--- config.mk ---
export PLATFORM = sky130hd
export DESIGN_NAME = fpa_div_stage
export DESIGN_NICKNAME = d
export VERILOG_FILES = /design/src/rtl/fpa_pkg.sv /design/src/rtl/fpa_div_stage.sv
export SDC_FILE = /design/constraint.sdc
export NUM_CORES = 1
export LEC_CHECK = 0
export BUFFER_PORTS_ARGS = -buffer_cell sky130_fd_sc_hd__buf_2
export CORE_AREA = 2 2 195 197
export CTS_BUF_LIST = sky130_fd_sc_hd__clkbuf_4
export DETAILED_ROUTE_END_ITERATION = 8
export DIE_AREA = 0 0 197 199
export PLACE_DENSITY = 0.56
export SLEW_MARGIN = 40
export SYNTH_ARGS = -nofsm -noshare
export SYNTH_HDL_FRONTEND = slang
export SYNTH_SLANG_ARGS = --single-unit
--- constraint.sdc ---
create_clock -name i_clk -period 3.6 [get_ports i_clk]
set_input_delay 0.18 -clock i_clk [delete_from_list [all_inputs] [get_ports i_clk]]
set_output_delay 0.18 -clock i_clk [all_outputs]
set_load 0.01 [all_outputs]
--- src/rtl/fpa_pkg.sv ---
// Shared types and constants for the fixed-point ALU.
package fpa_pkg;

    localparam int W = 32;

    typedef enum logic [3:0] {
        OP_ADD = 4'd0,
        OP_SUB = 4'd1,
        OP_MUL = 4'd2,
        OP_DIV = 4'd3,
        OP_MIN = 4'd4,
        OP_MAX = 4'd5,
        OP_INC = 4'd6,
        OP_I2F = 4'd7,
        OP_F2I = 4'd8
    } t_op;

    // Data that rides alongside the divider chain.
    typedef struct packed {
        logic [3:0]          op;
        logic [W-1:0]        simple;
        logic                s_ovf;
        logic                gt;
        logic                lt;
        logic                eq;
        logic signed [2*W-1:0] prod;
        logic                neg;
        logic                dz;
    } t_side;

endpackage

--- src/rtl/fpa_div_stage.sv ---
// One restoring-division step: one quotient bit per stage.
module fpa_div_stage #(
    parameter int N = 40
) (
    input  logic           i_clk,
    input  logic           i_rst_n,
    input  logic           i_adv,
    input  logic           i_valid,
    input  logic [31:0]    i_rem,
    input  logic [31:0]    i_dv,
    input  logic [N-1:0]   i_dend,
    input  logic [N-1:0]   i_q,
    input  fpa_pkg::t_side i_side,
    output logic           o_valid,
    output logic [31:0]    o_rem,
    output logic [31:0]    o_dv,
    output logic [N-1:0]   o_dend,
    output logic [N-1:0]   o_q,
    output fpa_pkg::t_side o_side
);
    import fpa_pkg::*;

    logic [W:0] trial, diff;
    logic       ge;

    always_comb begin
        trial = {i_rem, i_dend[N-1]};
        diff  = trial - {1'b0, i_dv};
        ge    = trial >= {1'b0, i_dv};
    end

    always_ff @(posedge i_clk) begin
        if (!i_rst_n) begin
            o_valid <= 1'b0;
        end else if (i_adv) begin
            o_valid <= i_valid;
        end
    end

    always_ff @(posedge i_clk) begin
        if (i_adv) begin
            o_rem  <= ge ? diff[W-1:0] : trial[W-1:0];
            o_dv   <= i_dv;
            o_dend <= {i_dend[N-2:0], 1'b0};
            o_q    <= {i_q[N-2:0], ge};
            o_side <= i_side;
        end
    end
endmodule

==> impl_results.md <==
- Avg Vias per Cell: 4.38
- First-pass DRT Iterations: 5
- Crit end category: flip-flop
- Adder-cell area share of the yosys netlist: 4.32%
- Row count: 71
- Worst slew margin: between 50% and 60%
- Initial antenna violation count: 3
- Status: completed
- Clk root buf: clkbuf_4
- Inst Count DP: about 1600
- Core ar.: approximately 37000 µm²
- DIE AREA: slightly below 40000 µm²
- Compound-Gate Fraction of Synth Area: 7.52%
- RSZ-0062 raised after global routing: false
- PortBufs: 502
- Top_reg_cell synth: edfxtp_1
- Critical Path Source Type: input port
- CP required: about 4 ns
- Clk sinks: 250
- Residual DRC: 0
- Post-synth EDFFs: approximately 250
- Setup TNS: 0 ns
- Largest family of logic cells by synthesized area: compound AO/OA/AOI/OAI gates
- Number of global-route vias before repair: ~8800
- Max-slew violations: 0
- Initial drt markers: 532
- Pin count of the biggest net entering global routing: 96
- Synth Cell Area: about 9700 µm²
- Crit path DAT: roughly 3.9 ns
- P_int: between 6 and 7 mW
- CP Class: in -> reg
- Ys Warns: 0
- First-pass GRT wire length: approximately 52000 µm
- Final setup vio count: 0
- CTS tree: yes
- Clock Skews: 0 ns
- Unique masters post-synth: 50
- Mapped Cells: 599
- Pwr per Cell Area: 489 nW/µm²
- Leak: 7.25 nW
- Total track usage: 17.9%
- Area Growth Syn to Fin: 70.0%
- Dpl hpwl: 25500 µm
- Hold WC Path Type: in -> reg
- CTS clk-pin slew, worst paths: 0.07 ns
- Combinational share of power: between 10% and 20%
- Vias: 8607
- GRT overflow: 0
- Antenna viol nets, final: 0
- Die Ht: a little under 200 µm
- Number of I/O pins: 505
- FFs w/ async S/R, synth: 0%
- CTS H-Tree Depth: 3
- Net count, final: roughly 1700
- Avg Cell Area, Syn: 16.3 µm²
- Final non-filler cell total: about 2000
- Sequential Power Share: between 40 and 50%
- CTS buffer count: between 70 and 80
- Post-synthesis mux area share: about 1.4%
- Syn_nets: ~890
- Final wirelength: ~36000 µm
- Peak VDD IR: between 0.2 and 0.25 mV
- Synth Register Bits: between 200 and 300
- Routability cong.: 0.881
- Crit Path Max Fanout: 26
- Clock Power Share: a little under 40%
- Post-synthesis xor/xnor area fraction: 2.43%
- Final hold vios: 0
- Final Cycle Share: around 93%
- DR WL/cell: around 19 µm
- Max Cap Viol: 0
- Share of layout cells above drive strength 1: a little over two fifths
- Die Span X: a little under 200 µm
- Initial Util: between 20% and 30%
- PostCTS Resize Cnt: 0
- Post-Synth Simple-Gate Area: 4.85%
- Crit path time final: between 3 and 4 ns
- Slew @ Worst Pin: around 0.75 ns
- Switching share of power: between 20% and 30%
- P_sw: 2.09 mW
- Sequential-to-total area share from yosys stat: between 70 and 80%
- Fillers: approximately 3400
- Clock Latency Late Sink: around 0.73 ns
- Fmax: slightly below 300 MHz
- Clock Path Buffers: 3
-- stage by stage --
stage	cell area [µm²]	utilization, %	hold WS (ns)	total power [mW]	setup WS [ns]
2_1_floorplan	9730	-	0.279	4.13	0.649
3_3_place_gp	12900	34.8	0.356	4.74	0.254
3_5_place_dp	12900	34.8	0.358	4.75	0.226
4_1_cts	16500	44.5	0.0510	8.21	0.335
5_1_grt	16500	44.5	0.0802	8.49	0.119
6_report	16500	44.6	0.148	8.09	0.237
-- worst max-delay path, cell delays in order --
cell           delay, ns
dlygate4sd3_1       0.56
buf_2               0.14
ha_1                0.39
nand4_1             0.19
or4_1               0.54
a21oi_1             0.13
nor3_1              0.11
a211oi_2            0.26
o21ai_2             0.16
o31ai_4             0.29
buf_12              0.22
o22ai_1             0.09
dlygate4sd3_1       0.56
-- state kept, by name, indices dropped and copies added (netlist names) --
register  count
o_dend       39
o_q          40
o_side      106
o_valid       1
o_dv         32
o_rem        32
-- power groups by stage --
| stage | registers (mW) | clock network (mW) | logic [mW] |
|---|---|---|---|
| after floorplan | 3.78 | 0 | 0.348 |
| after global placement | 3.63 | 0 | 1.11 |
| after detailed placement | 3.63 | 0 | 1.12 |
| after CTS | 3.57 | 3.28 | 1.36 |
| after global routing | 3.59 | 3.44 | 1.45 |
| final | 3.57 | 3.17 | 1.35 |
-- final timing paths --
check,start,to,slack (ns),cells past startpoint
setup reg to reg,o_valid$_SDFFE_PN0P_,o_valid$_SDFFE_PN0P_,2.34,3
hold reg to reg,o_valid$_SDFFE_PN0P_,o_valid$_SDFFE_PN0P_,1.18,3
hold / removal,i_side[63],o_side[63]$_DFFE_PP_,0.15,2
setup / recovery,i_rem[4],o_rem[29]$_DFFE_PP_,0.24,13
-- timing repair --
action,4_1_cts,5_1_grt
setup buffers,0,0
endpoints found under the hold margin,339,0
hold buffers,253,0
-- cell usage after synthesis (all sizes together), types with 3 or more instances --
cell | number | area [µm²]
nor2 | 35 | 131
ha | 32 | 400
nor2b | 4 | 25.0
inv | 38 | 143
edfxtp | 249 | 7480
nand3 | 8 | 40.0
o211ai | 4 | 30.0
nor4 | 4 | 25.0
nand2b | 3 | 18.8
a21o | 12 | 90.1
a21oi | 56 | 280
nand2 | 26 | 97.6
o21bai | 3 | 22.5
a31oi | 5 | 31.3
a211oi | 4 | 35.0
xnor2 | 15 | 131
o21a | 6 | 45.0
nand4 | 8 | 50.1
xor2 | 12 | 105
mux2 | 10 | 113
clkbuf | 7 | 27.5
o21ai | 18 | 93.8
buf | 12 | 70.1
-- layout by cell type, fill, tap and decap left out, drive strengths merged, types with 5 or more instances in the layout --
master / instances
a21oi: 56
diode: 6
nand2: 26
xnor2: 15
edfxtp: 249
nand3: 8
a31oi: 5
buf: 519
nor2: 35
ha: 32
dlygate4sd3: 253
a21o: 12
o21ai: 18
mux2: 10
clkinv: 21
xor2: 12
bufinv: 7
nand4: 8
inv: 38
o21a: 6
clkbuf: 105
-- logic make-up (layout without fill, tap and decap cells) --
family          Yosys count  count (layout)
mux                      12              12
simple gates            100             100
buf+inv                  57             943
compound gates          119             119
xor+xnor                 27              27
fa+ha+maj                33              33
other cells               1               7
flops                   250             250
-- layer usage --
metal,share of wire (%),GRT usage (%),vias to the layer above
met5,0,0,-
met4,4.4,10.7,0
met3,6.9,4.71,86
met2,50,30.6,404
met1,39,20.1,4139
li1,-,-,3978
-- layout make-up --
class	count	area (µm²)	area share, %
sequential	250	7500	45.3
clock buffer	105	788	4.76
tap	474	593	3.58
antenna	6	15.0	0.0907
timing repair buffer	772	5210	31.5
clock inverter	28	305	1.85
inverter	38	143	0.862
multi-input combinational	292	2000	12.1
(Power assumes the default switching activity.)
