$ cat src/rtl/fpa_pkg.sv
// Shared types and constants for the fixed-point ALU.
package fpa_pkg;

    localparam int W = 32;

    typedef enum logic [3:0] {
        OP_ADD = 4'd0,
        OP_SUB = 4'd1,
        OP_MUL = 4'd2,
        OP_DIV = 4'd3,
        OP_MIN = 4'd4,
        OP_MAX = 4'd5,
        OP_INC = 4'd6,
        OP_I2F = 4'd7,
        OP_F2I = 4'd8
    } t_op;

    // Data that rides alongside the divider chain.
    typedef struct packed {
        logic [3:0]          op;
        logic [W-1:0]        simple;
        logic                s_ovf;
        logic                gt;
        logic                lt;
        logic                eq;
        logic signed [2*W-1:0] prod;
        logic                neg;
        logic                dz;
    } t_side;

endpackage

$ cat src/rtl/fpa_back.sv
// Output stage: quotient sign fix, product scaling, result select.
module fpa_back #(
    parameter int FRAC_W = 8
) (
    input  logic                    i_clk,
    input  logic                    i_rst_n,
    input  logic                    i_adv,
    input  logic                    i_valid,
    input  logic [32+FRAC_W-1:0]    i_q,
    input  fpa_pkg::t_side          i_side,
    output logic                    o_valid,
    output logic signed [31:0]      o_result_raw,
    output logic                    o_a_greater,
    output logic                    o_a_less,
    output logic                    o_a_equal,
    output logic                    o_overflow,
    output logic                    o_div_zero
);
    import fpa_pkg::*;

    localparam int N = W + FRAC_W;

    logic signed [2*W-1:0] pbias, pq;
    logic [N:0]            sq;
    logic [W-1:0]          n_res;
    logic                  n_ovf, n_dz;

    always_comb begin
        // truncate toward zero: bias negatives before the shift
        pbias = i_side.prod + (i_side.prod[2*W-1] ? (2*W)'((64'd1 << FRAC_W) - 64'd1)
                                                   : (2*W)'(0));
        pq    = pbias >>> FRAC_W;
        sq    = i_side.neg ? (N+1)'(-{1'b0, i_q}) : {1'b0, i_q};
        n_res = i_side.simple;
        n_ovf = i_side.s_ovf;
        n_dz  = 1'b0;
        case (t_op'(i_side.op))
            OP_MUL: begin
                n_res = pq[W-1:0];
                n_ovf = pq[2*W-1:W-1] != {(W+1){pq[W-1]}};
            end
            OP_DIV: begin
                if (i_side.dz) begin
                    n_res = '0;
                    n_ovf = 1'b0;
                    n_dz  = 1'b1;
                end else begin
                    n_res = sq[W-1:0];
                    n_ovf = sq[N:W-1] != {(FRAC_W+2){sq[W-1]}};
                end
            end
            default: ;
        endcase
    end

    always_ff @(posedge i_clk) begin
        if (!i_rst_n) begin
            o_valid <= 1'b0;
        end else if (i_adv) begin
            o_valid <= i_valid;
        end
    end

    always_ff @(posedge i_clk) begin
        if (i_adv) begin
            o_result_raw <= n_res;
            o_a_greater  <= i_side.gt;
            o_a_less     <= i_side.lt;
            o_a_equal    <= i_side.eq;
            o_overflow   <= n_ovf;
            o_div_zero   <= n_dz;
        end
    end
endmodule

$ cat config.mk
export PLATFORM = sky130hd
export DESIGN_NAME = fpa_back
export DESIGN_NICKNAME = d
export VERILOG_FILES = /design/src/rtl/fpa_pkg.sv /design/src/rtl/fpa_back.sv
export SDC_FILE = /design/constraint.sdc
export NUM_CORES = 1
export LEC_CHECK = 0
export CORE_ASPECT_RATIO = 1.25
export CORE_MARGIN = 1.5
export CORE_UTILIZATION = 30
export CTS_BUF_LIST = sky130_fd_sc_hd__clkbuf_2
export DETAILED_ROUTE_END_ITERATION = 8
export DONT_BUFFER_PORTS = 1
export PLACE_DENSITY = 0.47
export SETUP_SLACK_MARGIN = 0.2
export SLEW_MARGIN = 20
export SYNTH_ARGS = -nofsm -noshare
export SYNTH_HDL_FRONTEND = slang
export SYNTH_SLANG_ARGS = --single-unit
export TNS_END_PERCENT = 30
$ cat constraint.sdc
create_clock -name i_clk -period 3.6 [get_ports i_clk]
set_input_delay 0.72 -clock i_clk [delete_from_list [all_inputs] [get_ports i_clk]]
set_output_delay 0.72 -clock i_clk [all_outputs]
set_load 0.02 [all_outputs]
==> results of run 1 <==
## per-stage QoR
step	setup TNS, ps	utilization (%)
2_1_floorplan	0	-
3_3_place_gp	0	33.3
3_5_place_dp	-39.0	33.3
4_1_cts	0	33.9
5_1_grt	0	33.9
6_report	0	33.9
## cell families (layout without fill, tap and decap cells)
| family | after synthesis | after routing | synth area share [%] |
|---|---|---|---|
| adder cells (fa/ha/maj) | 8 | 8 | 2.32 |
| AO/OA/AOI/OAI | 140 | 140 | 22.7 |
| flip-flops | 38 | 38 | 26.2 |
| multiplexers | 7 | 7 | 1.63 |
| XOR/XNOR | 73 | 73 | 14.8 |
| AND/OR/NAND/NOR | 236 | 236 | 29.6 |
| buffers and inverters | 31 | 44 | 2.70 |
## routing by layer
layer / track usage, % / vias to the layer above / part of all wire, %
met1: 24.7 / 2067 / 37
li1: - / 2102 / -
met3: 8.76 / 25 / 11
met4: 6.05 / 0 / 2.3
met2: 39.6 / 217 / 50
met5: 0 / - / 0
## final timing paths
kind                            startpoint          endpoint  slack (ps)  depth (start not counted)
worst max-delay path             i_side[7]        o_overflow         420                         10
worst min-delay path                 i_adv  o_result_raw[27]         350                          0
worst max register to register     o_valid           o_valid        2860                          2
worst min register to register     o_valid           o_valid         630                          2
## power by group through the flow
stage               clock network, mW  registers, mW  logic, mW
floorplan                           0          0.603      0.188
global placement                    0          0.613      0.245
detailed placement                  0          0.612      0.245
CTS                             0.378          0.603      0.247
global route                    0.395          0.608      0.271
finish                          0.372          0.602      0.245
## flip-flops by register name, indices dropped and copies added (netlist names)
register and count:
o_a_greater 1, o_a_equal 1, o_valid 1, o_overflow 1, o_a_less 1, o_div_zero 1
o_result_raw 32
## layout by cell type (no fill, tap or decap), drive strengths merged, types with 21 or more instances in the layout
| cell | instances |
|---|---|
| xor2 | 33 |
| edfxtp | 37 |
| a22oi | 23 |
| nor2 | 28 |
| o21ai | 37 |
| nand3 | 34 |
| xnor2 | 40 |
| nand2 | 54 |
| buf | 21 |
| nor3 | 26 |
| nand4 | 22 |
## layout make-up
cell class / instances / area (µm²)
clock buffers: 5 / 25.0
inverters: 15 / 56.3
multi-input cells: 464 / 3070
well taps: 175 / 219
clock inverters: 3 / 68.8
flip-flops and latches: 38 / 1130
fillers: 1514 / 9210
repair buffers: 21 / 158
==> results summary, run 1 <==
The flow ran to the end, and the final reports show no timing, DRC or antenna violations. The average wire length per cell after detail routing is roughly 24 µm. The combined buffer and inverter count along the critical path is 0. The post-CTS repair timing setup buffer count came out at 0. Setup slack on the critical path of the routed design comes to 425 ps. The share of the cycle needed by the critical path after routing is 88.2%. The area fraction of the dominant cell type after synthesis came out at 25.8%.

TritonCTS built the clock tree. The most instantiated library cell after synthesis is sky130_fd_sc_hd__nand2_1. The deepest level of the CTS H-tree is 2. For this design, the slowest cell found on the critical path is sky130_fd_sc_hd__nor4_2.

The average instance in the mapped netlist occupies 8.09 µm². The most frequent cell on the critical path is sky130_fd_sc_hd__nand4_1. In the post-synthesis netlist, the biggest area contributors are sky130_fd_sc_hd__edfxtp_1 26%, sky130_fd_sc_hd__xnor2_1 8.1%, sky130_fd_sc_hd__xor2_1 6.7%. The number of optimization iterations in the first detailed-route pass is 5. The number of enable flip-flop cells after synthesis is 37. The internal power of the cells came out at 0.835 mW.

The number of diodes added for antenna fixing is 0. Clock-pin slew was measured on the worst setup and hold paths at 300 ps. The final count of hold timing violations came out at 0.

The transition at the pin with the smallest max-transition slack is roughly 900 ps. The floorplan die height is 137 µm. Detailed placement ended at an HPWL of 14,300 µm. The area of placed instances came out at ~4600 µm². The global-route usage over all layers came out at between 20 and 25%. Setup repair after global routing left no endpoint under its margin. In the synthesized netlist, the cells that appear most often are 53 x sky130_fd_sc_hd__nand2_1, 40 x sky130_fd_sc_hd__xnor2_1, 37 x sky130_fd_sc_hd__edfxtp_1. The pin count of the biggest net entering global routing is 39. The category of cells accounting for the largest share of critical-path delay is compound AO/OA/AOI/OAI gates.

In this run the worst path has a maximum fanout of 7. Max-cap violations in this run came to 0. In the synthesized netlist the dominant register cell turns out to be sky130_fd_sc_hd__edfxtp_1. The count of warnings emitted by yosys came out at 0. The maximum ir drop on the vdd rail is 185 µV. The worst setup path is captured at a register. The total die area came out at about 15,000 µm². The placement-stage worst setup slack came out at -39.0 ps. The post-layout instance count excluding filler cells is 721.

The area added between synthesis and finish came out at 9.67%. The final instance area came out at 4730 µm². The cell leakage power came out at roughly 1.5 nW. The kind of launch point of the worst setup path is an input port.

Counting flops with an async set or reset pin after synthesis yields a share of 0%. The category of the most critical setup path is in2reg. The most area-hungry cell type in the Yosys netlist is sky130_fd_sc_hd__edfxtp_1. The latest clock arrival within the worst-skew pair is just over 400 ps. The max-slew violation count came to 0. The detailed-route vias per instance is 6.12. The final RePlAce weighted congestion is 0.899. The register bit count reported by yosys came out at 38. The total power consumption of the routed design came out at ~1.2 mW. The detailed router's first-iteration violation count is 291. The combinational power share came out at roughly a fifth. The number of CTS-inserted buffers came out at 5. The maximum frequency from static timing analysis came out at 315 MHz. The net count reported at finish came out at ~700. The number of global-route vias before repair is ~4,400. Synthesis instantiated 64 different standard cells from the library. Buffers inserted to repair hold after CTS numbered 0. The maximum cell stage delay along the critical path is 590 ps. Wires add up to 17,200 µm.

The switching share of total power came out at 31.5%. The count of buffers added on input and output ports is 0. The number of buffers on the longest clock path is 2. The total placed cells including tap cells came out at 713. The clock period could shrink to 3180 ps.

The number of antenna violations at the first check in global routing came out at 0. The starting density of the core is 30.9%. Data on the critical path is required at its endpoint by 3880 ps.

The summed instance area of the synthesized netlist is ~4300 µm². The worst-case hold slack came out at 350 ps. Counting every net in the synthesized netlist gives 691. The master cell of the clock root buffer is sky130_fd_sc_hd__clkbuf_2.

The global-route congestion overflow total came out at 0. The total via count after detailed routing is 4,411. Row generation in the floorplan step produced 48 rows.

For this run, design rule violations remaining after detail routing come to 0. The number of clock sinks is 38. The signal on the critical path passes through ha_1 > nand4_1 > a221o_1 > a21o_1 > nor4_2 > a31oi_1 > a2111oi_2 > o2111a_1 > nand4_1 > o31a_1. Dividing total power by cell area gives a power density of 258 nW/µm². Setup violations remaining at the end of the flow were counted as 0. The synthesized instance count is about 530. The count of pins on the block boundary came out at between 150 and 200. The share of power burned in the clock network is 30.5%.

Summing the sequential cell areas from Yosys gives between 20% and 30% of the chip area. The layout cell share with drive strength beyond 1 came out at 7.88%. After clock tree synthesis, the repair step resized 0 gates.

The data arrival time of the critical path is 3450 ps. The core region area came out at 13,900 µm². The post-route antenna net violation count came out at 0. The remaining max-slew budget at the tightest pin is 39.6%. Measured along the x axis, the die boundary spans 110 µm. The min-delay analysis places its worst path in the category in2reg. The wire length of the first global-routing pass came out at approximately 25,000 µm. The clock tree skew after final layout came out at 0 ps.

Sequential cells account for about half of the total power. The switching power came out at around 0.38 mW.
No activity file was read; power rests on OpenSTA's default activity.
==> run 2: changes to the inputs <==
--- a/config.mk
+++ b/config.mk
@@ -5,6 +5,7 @@
 export SDC_FILE = /design/constraint.sdc
 export NUM_CORES = 1
 export LEC_CHECK = 0
+export ABC_AREA = 1
 export CORE_ASPECT_RATIO = 1.25
 export CORE_MARGIN = 1.5
 export CORE_UTILIZATION = 30
==> run 2 against run 1 <==
Compared with the run above: final cell count up 72%; largest power group unchanged; die area up 28%; critical endpoint unchanged; fmax up 22%; clock skew unchanged; sequential cell count unchanged; first-iteration DRC count up 57%; count of clock-buffer cells in the layout unchanged; critical path type unchanged; synthesized cell count up 90%; cell area up 24%; area after synthesis up 28%; combinational power up 30%; clock power down 4%.
==> results summary, run 2 <==
The maximum cell stage delay along the critical path came out at 360 ps (was 590 ps). The mux share of post-synthesis cell area is 0% (was 1.63%). The number of nets produced by synthesis came out at 1,173 (was 691). The final wirelength came to 22,500 µm (was 17,200 µm). The overall die width came out at 124 µm (was 110 µm). The fraction of met1 tracks used by global routing is 25.3% (was 24.7%). The remaining max-slew budget at the tightest pin came to 53.0% (was 39.6%). The number of clock sinks came out at 38 (unchanged).

The post-route antenna net violation count is 0 (unchanged). The starting density of the core came out at 30.6% (was 30.9%). The count of pins on the block boundary came to 188 (unchanged). Unrepaired setup endpoints after global routing: no (unchanged).

Leading cell types in the layout, fill and taps excluded: 348 x sky130_fd_sc_hd__nand2_1, 150 x sky130_fd_sc_hd__nor2_1, 139 x sky130_fd_sc_hd__inv_1, 118 x sky130_fd_sc_hd__nand3_1, 37 x sky130_fd_sc_hd__edfxtp_1 (was 53 x sky130_fd_sc_hd__nand2_1, 40 x sky130_fd_sc_hd__xnor2_1, 37 x sky130_fd_sc_hd__edfxtp_1, 36 x sky130_fd_sc_hd__o21ai_0, 34 x sky130_fd_sc_hd__nand3_1). The largest family of logic cells by synthesized area is simple AND/OR/NAND/NOR gates (unchanged). Result of the run: completed (unchanged). The slowest cell on the critical path was sky130_fd_sc_hd__nand3_1 (was sky130_fd_sc_hd__nor4_2). The register bit count reported by yosys came out at 38 (unchanged). The simple-gate area share of the yosys netlist is 54.2% (was 29.6%).

The area of placed instances is 5780 µm² (was 4630 µm²). The combined buffer and inverter count along the critical path came out at 2 (was 0). The share of synthesized flip-flops with an asynchronous set or reset is 0% (unchanged). The wire length of the first global-routing pass came out at 34,200 µm (was 25,100 µm). The number of global-route vias before repair came out at 6,102 (was 4,361). The clock transition at the register clock pins on the worst setup and hold paths after CTS came out at 230 ps (was 300 ps).

Critical Path, Cell by Cell: ha_1 > nand2_1 > inv_1 > nand2_1 > nand2_1 > nand2_1 > nand3_1 > nand2_1 > nand2_1 > nand3_1 > inv_1 > nor2_1 > nand2_1 > nor2_1 > nand2_1 > nor2_1 > nand2_1 > nand2_1 > nand2_1 (was ha_1 > nand4_1 > a221o_1 > a21o_1 > nor4_2 > a31oi_1 > a2111oi_2 > o2111a_1 > nand4_1 > o31a_1). The detailed-route vias per instance is 5.11 (was 6.12). The path type of the worst min-delay path is in2reg (unchanged). The max-slew violation count came out at 0 (unchanged).

The power density over the cells came to 217 nW/µm² (was 258 nW/µm²). The cell leakage power is 2.68 nW (was 1.46 nW). The count of warnings emitted by yosys came out at 0 (unchanged). The floorplan die height is 155 µm (was 137 µm). The total negative setup slack is 0 ps (unchanged). The final count of hold timing violations is 0 (unchanged). The clock tree skew after final layout is 0 ps (unchanged). The most used flip-flop cell after synthesis is sky130_fd_sc_hd__edfxtp_1 (unchanged). The global routing met3 resource utilization is 4.60% (was 8.76%). The number of rows in the core area came out at 55 (was 48). The global-route congestion overflow total was 0 (unchanged). The final RePlAce weighted congestion was 0.942 (was 0.899).

Most frequent cells after synthesis: 348 x sky130_fd_sc_hd__nand2_1, 150 x sky130_fd_sc_hd__nor2_1, 139 x sky130_fd_sc_hd__inv_1 (was 53 x sky130_fd_sc_hd__nand2_1, 40 x sky130_fd_sc_hd__xnor2_1, 37 x sky130_fd_sc_hd__edfxtp_1). The summed instance area of the synthesized netlist is 5530 µm² (was 4310 µm²). The number of distinct library cells after synthesis came out at 40 (was 64). The final standard cell utilization of the core is 32.5% (was 33.9%).

The post-CTS repair timing setup buffer count came out at 0 (unchanged). The kind of capture point of the worst setup path was a register (unchanged). The time the worst path needs with I/O delays and setup is 2600 ps (was 3180 ps). The HPWL after detailed placement is 19,200 µm (was 14,300 µm).

The parity-gate share of the synthesized area counting xor and xnor cells came to 1.58% (was 14.8%). The number of buffers on the longest clock path is 2 (unchanged). Area contributors post-synth: sky130_fd_sc_hd__nand2_1 24%, sky130_fd_sc_hd__edfxtp_1 20%, sky130_fd_sc_hd__nand3_1 11% (was sky130_fd_sc_hd__edfxtp_1 26%, sky130_fd_sc_hd__xnor2_1 8.1%, sky130_fd_sc_hd__xor2_1 6.7%). The number of flip-flops under the largest register name is 32 (unchanged).

The mean post-synth cell area is 5.45 µm² (was 8.09 µm²). The data arrival time of the critical path is 2830 ps (was 3450 ps). The total DRC errors in the routed layout is 0 (unchanged).

The maximum ir drop on the vdd rail is 97.2 µV (was 185 µV). The critical-path maximum fanout is 9 (was 7). The synthesized instance count is 1,015 (was 533). The most instantiated library cell after synthesis was sky130_fd_sc_hd__nand2_1 (unchanged). The cts-stage hold buffer count was 0 (unchanged). The category of cells accounting for the largest share of critical-path delay is simple AND/OR/NAND/NOR gates (was compound AO/OA/AOI/OAI gates). The final instance area came out at 5880 µm² (was 4730 µm²). The total via count after detailed routing is 6,351 (was 4,411). The area added between synthesis and finish is 6.24% (was 9.67%).

The transition at the pin with the smallest max-transition slack came to 699 ps (was 906 ps). The area fraction in compound gates after synthesis came out at 11.1% (was 22.7%). The largest register by flop count is o_result_raw (unchanged). The CTS tree is yes (unchanged). The deepest level of the CTS H-tree came out at 2 (unchanged). The kind of launch point of the worst setup path is an input port (unchanged). The number of optimization iterations in the first detailed-route pass is 5 (unchanged). The net count reported at finish came to 1,170 (was 703). The post-synthesis sequential area ratio is 20.5% (was 26.2%). The number of antenna violations at the first check in global routing is 1 (was 0). The most frequent cell on the critical path is sky130_fd_sc_hd__nand2_1 (was sky130_fd_sc_hd__nand4_1). The category of the most critical setup path was in2reg (unchanged). The detailed router's first-iteration violation count came out at 456 (was 291). The layout cell share with drive strength beyond 1 came out at 5.03% (was 7.88%). The max-cap check violation count came out at 0 (unchanged). The post-synthesis share of cell area spent on full adders, half adders and majority gates is 1.81% (was 2.32%). The most frequent standard cell in the layout excluding fill and tap cells is sky130_fd_sc_hd__nand2_1 (unchanged). The number of buffer cells added on primary ports came out at 0 (unchanged). The global-route met2 utilization is 42.0% (was 39.6%). The average wire length per cell after detail routing came out at 18.1 µm (was 23.8 µm). The pin count of the biggest net entering global routing is 40 (was 39). The total power consumption of the routed design is 1.27 mW (was 1.22 mW).

The most area-hungry cell type in the Yosys netlist is sky130_fd_sc_hd__nand2_1 (was sky130_fd_sc_hd__edfxtp_1). The total die area came out at 19,300 µm² (was 15,100 µm²). The global-route usage over all layers came out at 22.7% (was 22.4%). The share of the cycle needed by the critical path after routing is 72.3% (was 88.2%). The number of CTS-inserted buffers is 5 (unchanged).

The area fraction of the dominant cell type after synthesis came out at 23.6% (was 25.8%). The number of enable flip-flop cells after synthesis came out at 37 (unchanged). The final number of setup-violating endpoints was 0 (unchanged).

The latest clock arrival within the worst-skew pair is 410 ps (about the same). The master cell of the clock root buffer is sky130_fd_sc_hd__clkbuf_2 (unchanged). The core region area came out at 18,100 µm² (was 13,900 µm²). The layer with the highest usage is met2 (unchanged). The critical path required time came to 3820 ps (was 3880 ps).

The maximum frequency from static timing analysis is 384 MHz (was 315 MHz). The post-cts gate resize count came out at 0 (unchanged).
## run 2: layout make-up
| type | count | area [µm²] |
|---|---|---|
| fill | 2119 | 12200 |
| inverter | 141 | 529 |
| multi-input combinational | 821 | 3800 |
| clock inverter | 3 | 68.8 |
| sequential | 38 | 1130 |
| tap | 228 | 285 |
| timing repair buffer | 5 | 37.5 |
| clock buffer | 5 | 25.0 |
| antenna | 1 | 2.50 |
## run 2: path summary, 6_finish.rpt
kind | startpoint | endpoint | slack, ps | cells past startpoint
setup reg to reg | o_valid | o_valid | 2840 | 2
hold reg to reg | o_valid | o_valid | 650 | 2
hold / removal | i_adv | o_valid | 360 | 1
setup / recovery | i_side[6] | o_overflow | 1000 | 19
## run 2: report_power, final
group | internal, mW | leakage, nW | total, mW | switching, mW
clock | 0.188 | 0.0532 | 0.356 | 0.168
sequential | 0.534 | 0.369 | 0.599 | 0.0650
combinational | 0.112 | 2.26 | 0.318 | 0.206
## run 2: layer usage
metal / up-vias / share of wire, %
met5: - / 0
met4: 0 / 3.5
met3: 44 / 6.4
met2: 224 / 50
met1: 2787 / 40
li1: 3296 / -
## run 2: per-stage QoR
stage | cells | setup WS [ps] | hold WS (ps)
6_report | 1242 | 995 | 363
5_1_grt | 1242 | 689 | 305
4_1_cts | 1241 | 1030 | 318
3_5_place_dp | 1233 | 539 | 627
3_3_place_gp | 1233 | 527 | 628
2_1_floorplan | 1015 | 1070 | 606
## run 2: kinds of logic (layout without fill, tap and decap cells)
family          Yosys count  in the layout
flops                    38             38
fa+ha+maj                 8              8
compound gates          102            102
xor+xnor                 10             10
other cells               0              1
simple gates            701            701
buf+inv                 156            154
==> run 3: changes to the inputs <==
--- a/config.mk
+++ b/config.mk
@@ -12,7 +12,7 @@
 export CTS_BUF_LIST = sky130_fd_sc_hd__clkbuf_2
 export DETAILED_ROUTE_END_ITERATION = 8
 export DONT_BUFFER_PORTS = 1
-export PLACE_DENSITY = 0.47
+export PLACE_DENSITY = 0.46
 export SETUP_SLACK_MARGIN = 0.2
 export SLEW_MARGIN = 20
 export SYNTH_ARGS = -nofsm -noshare
==> constraint.sdc (replaced) <==
create_clock -name i_clk -period 2.5 [get_ports i_clk]
set_input_delay 0.5 -clock i_clk [delete_from_list [all_inputs] [get_ports i_clk]]
set_output_delay 0.5 -clock i_clk [all_outputs]
set_load 0.02 [all_outputs]
==> run 3 against run 2 <==
Compared with the run above: core utilization increased by 2.9 points; non-clock buffer count up 64; clock power grew 47%; combinational power up 59%; critical path depth unchanged; sequential share of layout area decreased by 1.6 points; total power grew 48%; global-route usage is 0.72 points higher; die area did not move; via count grew 4.1%; count of clock-buffer cells in the layout did not move; sequential cell count unchanged; largest cell class unchanged.
==> results summary, run 3 (same netlist as run 2, synthesis figures left out) <==
The maximum cell stage delay along the critical path is 300 ps (was 360 ps). The cell leakage power came out at 3.00 nW (was 2.68 nW). The average wire length per cell after detail routing is 17.5 µm (was 18.1 µm). The net count reported at finish came out at 1,234 (was 1,170). The total die area came out at 19,300 µm² (unchanged). The combinational power share is 26.7% (was 25.0%). The relative contribution of sequential cells to total power is 45.6% (was 47.1%). The CTS tree is yes (unchanged). The detailed router's first-iteration violation count came out at 364 (was 456). The transition at the pin with the smallest max-transition slack came out at 641 ps (was 699 ps).

The maximum ir drop on the vdd rail was 142 µV (was 97.2 µV). The total DRC errors in the routed layout came out at 0 (unchanged). The clock tree skew after final layout came to 0 ps (unchanged). The number of global-route vias before repair came out at 6,518 (was 6,102). The floorplan die height came out at 155 µm (unchanged). The number of rows in the core area is 55 (unchanged). The worst hold endpoint is o_valid (unchanged). Result of the run: completed (unchanged). The slowest cell on the critical path is sky130_fd_sc_hd__ha_1 (was sky130_fd_sc_hd__nand3_1). The number of flip-flops under the largest register name is 32 (unchanged). The internal power of the cells is 1.23 mW (was 0.835 mW). The pin count of the biggest net entering global routing came out at 40 (unchanged). Leading cell types in the layout, fill and taps excluded: 343 x sky130_fd_sc_hd__nand2_1, 145 x sky130_fd_sc_hd__nor2_1, 139 x sky130_fd_sc_hd__inv_1, 118 x sky130_fd_sc_hd__nand3_1, 69 x sky130_fd_sc_hd__buf_4 (was 348 x sky130_fd_sc_hd__nand2_1, 150 x sky130_fd_sc_hd__nor2_1, 139 x sky130_fd_sc_hd__inv_1, 118 x sky130_fd_sc_hd__nand3_1, 37 x sky130_fd_sc_hd__edfxtp_1). The final count of hold timing violations came out at 0 (unchanged). The detailed-route vias per instance is 5.06 (was 5.11). The most frequent cell on the critical path is sky130_fd_sc_hd__nand2_1 (unchanged).

The post-CTS repair timing setup buffer count is 0 (unchanged). The deepest level of the CTS H-tree is 2 (unchanged). The category of the most critical setup path is in2reg (unchanged).

The worst-case hold slack came out at 113 ps (was 363 ps). The switching power came out at 0.657 mW (was 0.439 mW). The max-cap check violation count came out at 0 (unchanged). The latest clock arrival within the worst-skew pair was 450 ps (was 410 ps). The final standard cell utilization of the core is 35.4% (was 32.5%). The largest register by flop count is o_result_raw (unchanged). The number of antenna violations at the first check in global routing is 1 (unchanged).

The number of cells on the worst reg-to-reg path came out at 2 (unchanged). The number of optimization iterations in the first detailed-route pass is 5 (unchanged). The total placed cells including tap cells is 1,297 (was 1,233). The post-cts gate resize count is 0 (unchanged).

The total via count after detailed routing came out at 6,609 (was 6,351). Critical Path, Cell by Cell: ha_1 > nand2_1 > nand2_1 > o21bai_4 > inv_1 > nand2_4 > nand2_2 > buf_4 > nand2_1 > nand3_1 > nand2_1 > inv_1 > nand2_1 > nor2_1 > nand2_1 > nor2_1 > nand2_1 > nand2_1 > nand2_1 (was ha_1 > nand2_1 > inv_1 > nand2_1 > nand2_1 > nand2_1 > nand3_1 > nand2_1 > nand2_1 > nand3_1 > inv_1 > nor2_1 > nand2_1 > nor2_1 > nand2_1 > nor2_1 > nand2_1 > nand2_1 > nand2_1). The remaining max-slew budget at the tightest pin is 56.7% (was 53.0%). The global-route congestion overflow total is 0 (unchanged). The source of the worst hold timing path is i_adv (unchanged). The clock transition at the register clock pins on the worst setup and hold paths after CTS was 240 ps (was 230 ps). The number of CTS-inserted buffers is 5 (unchanged). The overall die width is 124 µm (unchanged). The core region area came to 18,100 µm² (unchanged).

The HPWL after detailed placement came out at 19,700 µm (was 19,200 µm). The number of clock sinks was 38 (unchanged). The startpoint of the worst register-to-register path is o_valid (unchanged). The area added between synthesis and finish is 15.9% (was 6.24%). The kind of launch point of the worst setup path is an input port (unchanged). The worst reg2reg path endpoint is o_valid (unchanged). The most frequent standard cell in the layout excluding fill and tap cells is sky130_fd_sc_hd__nand2_1 (unchanged). The count of pins on the block boundary is 188 (unchanged).

The cts-stage hold buffer count came to 0 (unchanged). The post-layout instance count excluding filler cells is 1,306 (was 1,242). The kind of capture point of the worst setup path is a register (unchanged).

The internal reg-to-reg setup slack came to 1730 ps (was 2840 ps). The critical-path maximum fanout came out at 5 (was 9). The launch point of the critical path is i_side[9] (was i_side[6]).

The post-route antenna net violation count was 0 (unchanged). The final number of setup-violating endpoints is 0 (unchanged). The maximum frequency from static timing analysis is around 470 MHz. The count of cells along the worst hold path came out at 1 (unchanged). The path type of the worst min-delay path is in2reg (unchanged). The number of buffers on the longest clock path is 2 (unchanged). The max-slew violation count came out at 0 (unchanged). The critical path required time is 2740 ps (was 3820 ps). The master cell of the clock root buffer was sky130_fd_sc_hd__clkbuf_2 (unchanged). The share of power burned in the clock network came out at 27.7% (was 28.0%). The power density over the cells is 295 nW/µm² (was 217 nW/µm²). Unrepaired setup endpoints after global routing: no (unchanged). The wire length of the first global-routing pass is 35,400 µm (was 34,200 µm). The data arrival time of the critical path came to 2360 ps (was 2830 ps). The final wirelength came to 22,900 µm (was 22,500 µm).

The global-route usage over all layers was 23.4% (was 22.7%). The switching share of total power was 34.8% (was 34.5%). The starting density of the core is 30.6% (unchanged). The time the worst path needs with I/O delays and setup is 2120 ps. The share of the cycle needed by the critical path after routing came out at between 80% and 90%. The number of buffer cells added on primary ports came to 0 (unchanged). The layout cell share with drive strength beyond 1 came out at 11.7% (was 5.03%). The final RePlAce weighted congestion came out at 0.936 (was 0.942).
run 3: changes by cell type in the layout (fill, tap and decap cells not counted), sizes merged:
cell  before  now
buf        5   69
run 3: metrics by stage:
step / total power [mW] / TNS (ps) / cell area, µm² / worst slack (ps)
floorplan: 1.23 / 0 / 5530 / 203
global placement: 1.38 / -384 / 6260 / -187
detailed placement: 1.37 / -495 / 6260 / -209
CTS: 1.89 / 0 / 6360 / 292
global route: 2.00 / 0 / 6410 / 198
finish: 1.89 / 0 / 6410 / 376
run 3: layer usage:
layer / GRT usage [%] / vias up / wire length (µm)
li1: - / 3423 / -
met1: 26.2 / 2946 / 9200
met2: 44.1 / 205 / 11800
met3: 4.22 / 35 / 1210
met4: 8.54 / 0 / 710
met5: 0 / - / 0
run 3: worst max-delay path by stage:
stage | slack [ps] | end
6_report | 380 | o_overflow
5_1_grt | 200 | o_overflow
4_1_cts | 290 | o_overflow
3_5_place_dp | -210 | o_overflow
3_3_place_gp | -190 | o_overflow
2_1_floorplan | 200 | o_overflow
run 3: critical path: cells and delay by family:
family                     cells  cell delay [ps]
AOI/OAI and AO/OA              1              200
buffers and inverters          3              260
adders and majority gates      1              300
and+or+nand+nor               14             1090
run 3: cell type report:
type | count | area [µm²]
Tap cell | 228 | 285
Clock inverter | 3 | 68.8
Timing Repair Buffer | 69 | 518
Multi-Input combinational cell | 821 | 3850
Clock buffer | 5 | 25.0
Sequential cell | 38 | 1130
Inverter | 141 | 529
Antenna cell | 1 | 2.50
Fill cell | 2122 | 11700
run 3: power by group through the flow:
stage | Clock (mW) | Combinational [mW] | Sequential [mW]
2_1_floorplan | 0 | 0.363 | 0.869
6_report | 0.525 | 0.505 | 0.862
3_3_place_gp | 0 | 0.498 | 0.878
4_1_cts | 0.531 | 0.499 | 0.863
3_5_place_dp | 0 | 0.496 | 0.879
5_1_grt | 0.558 | 0.577 | 0.866
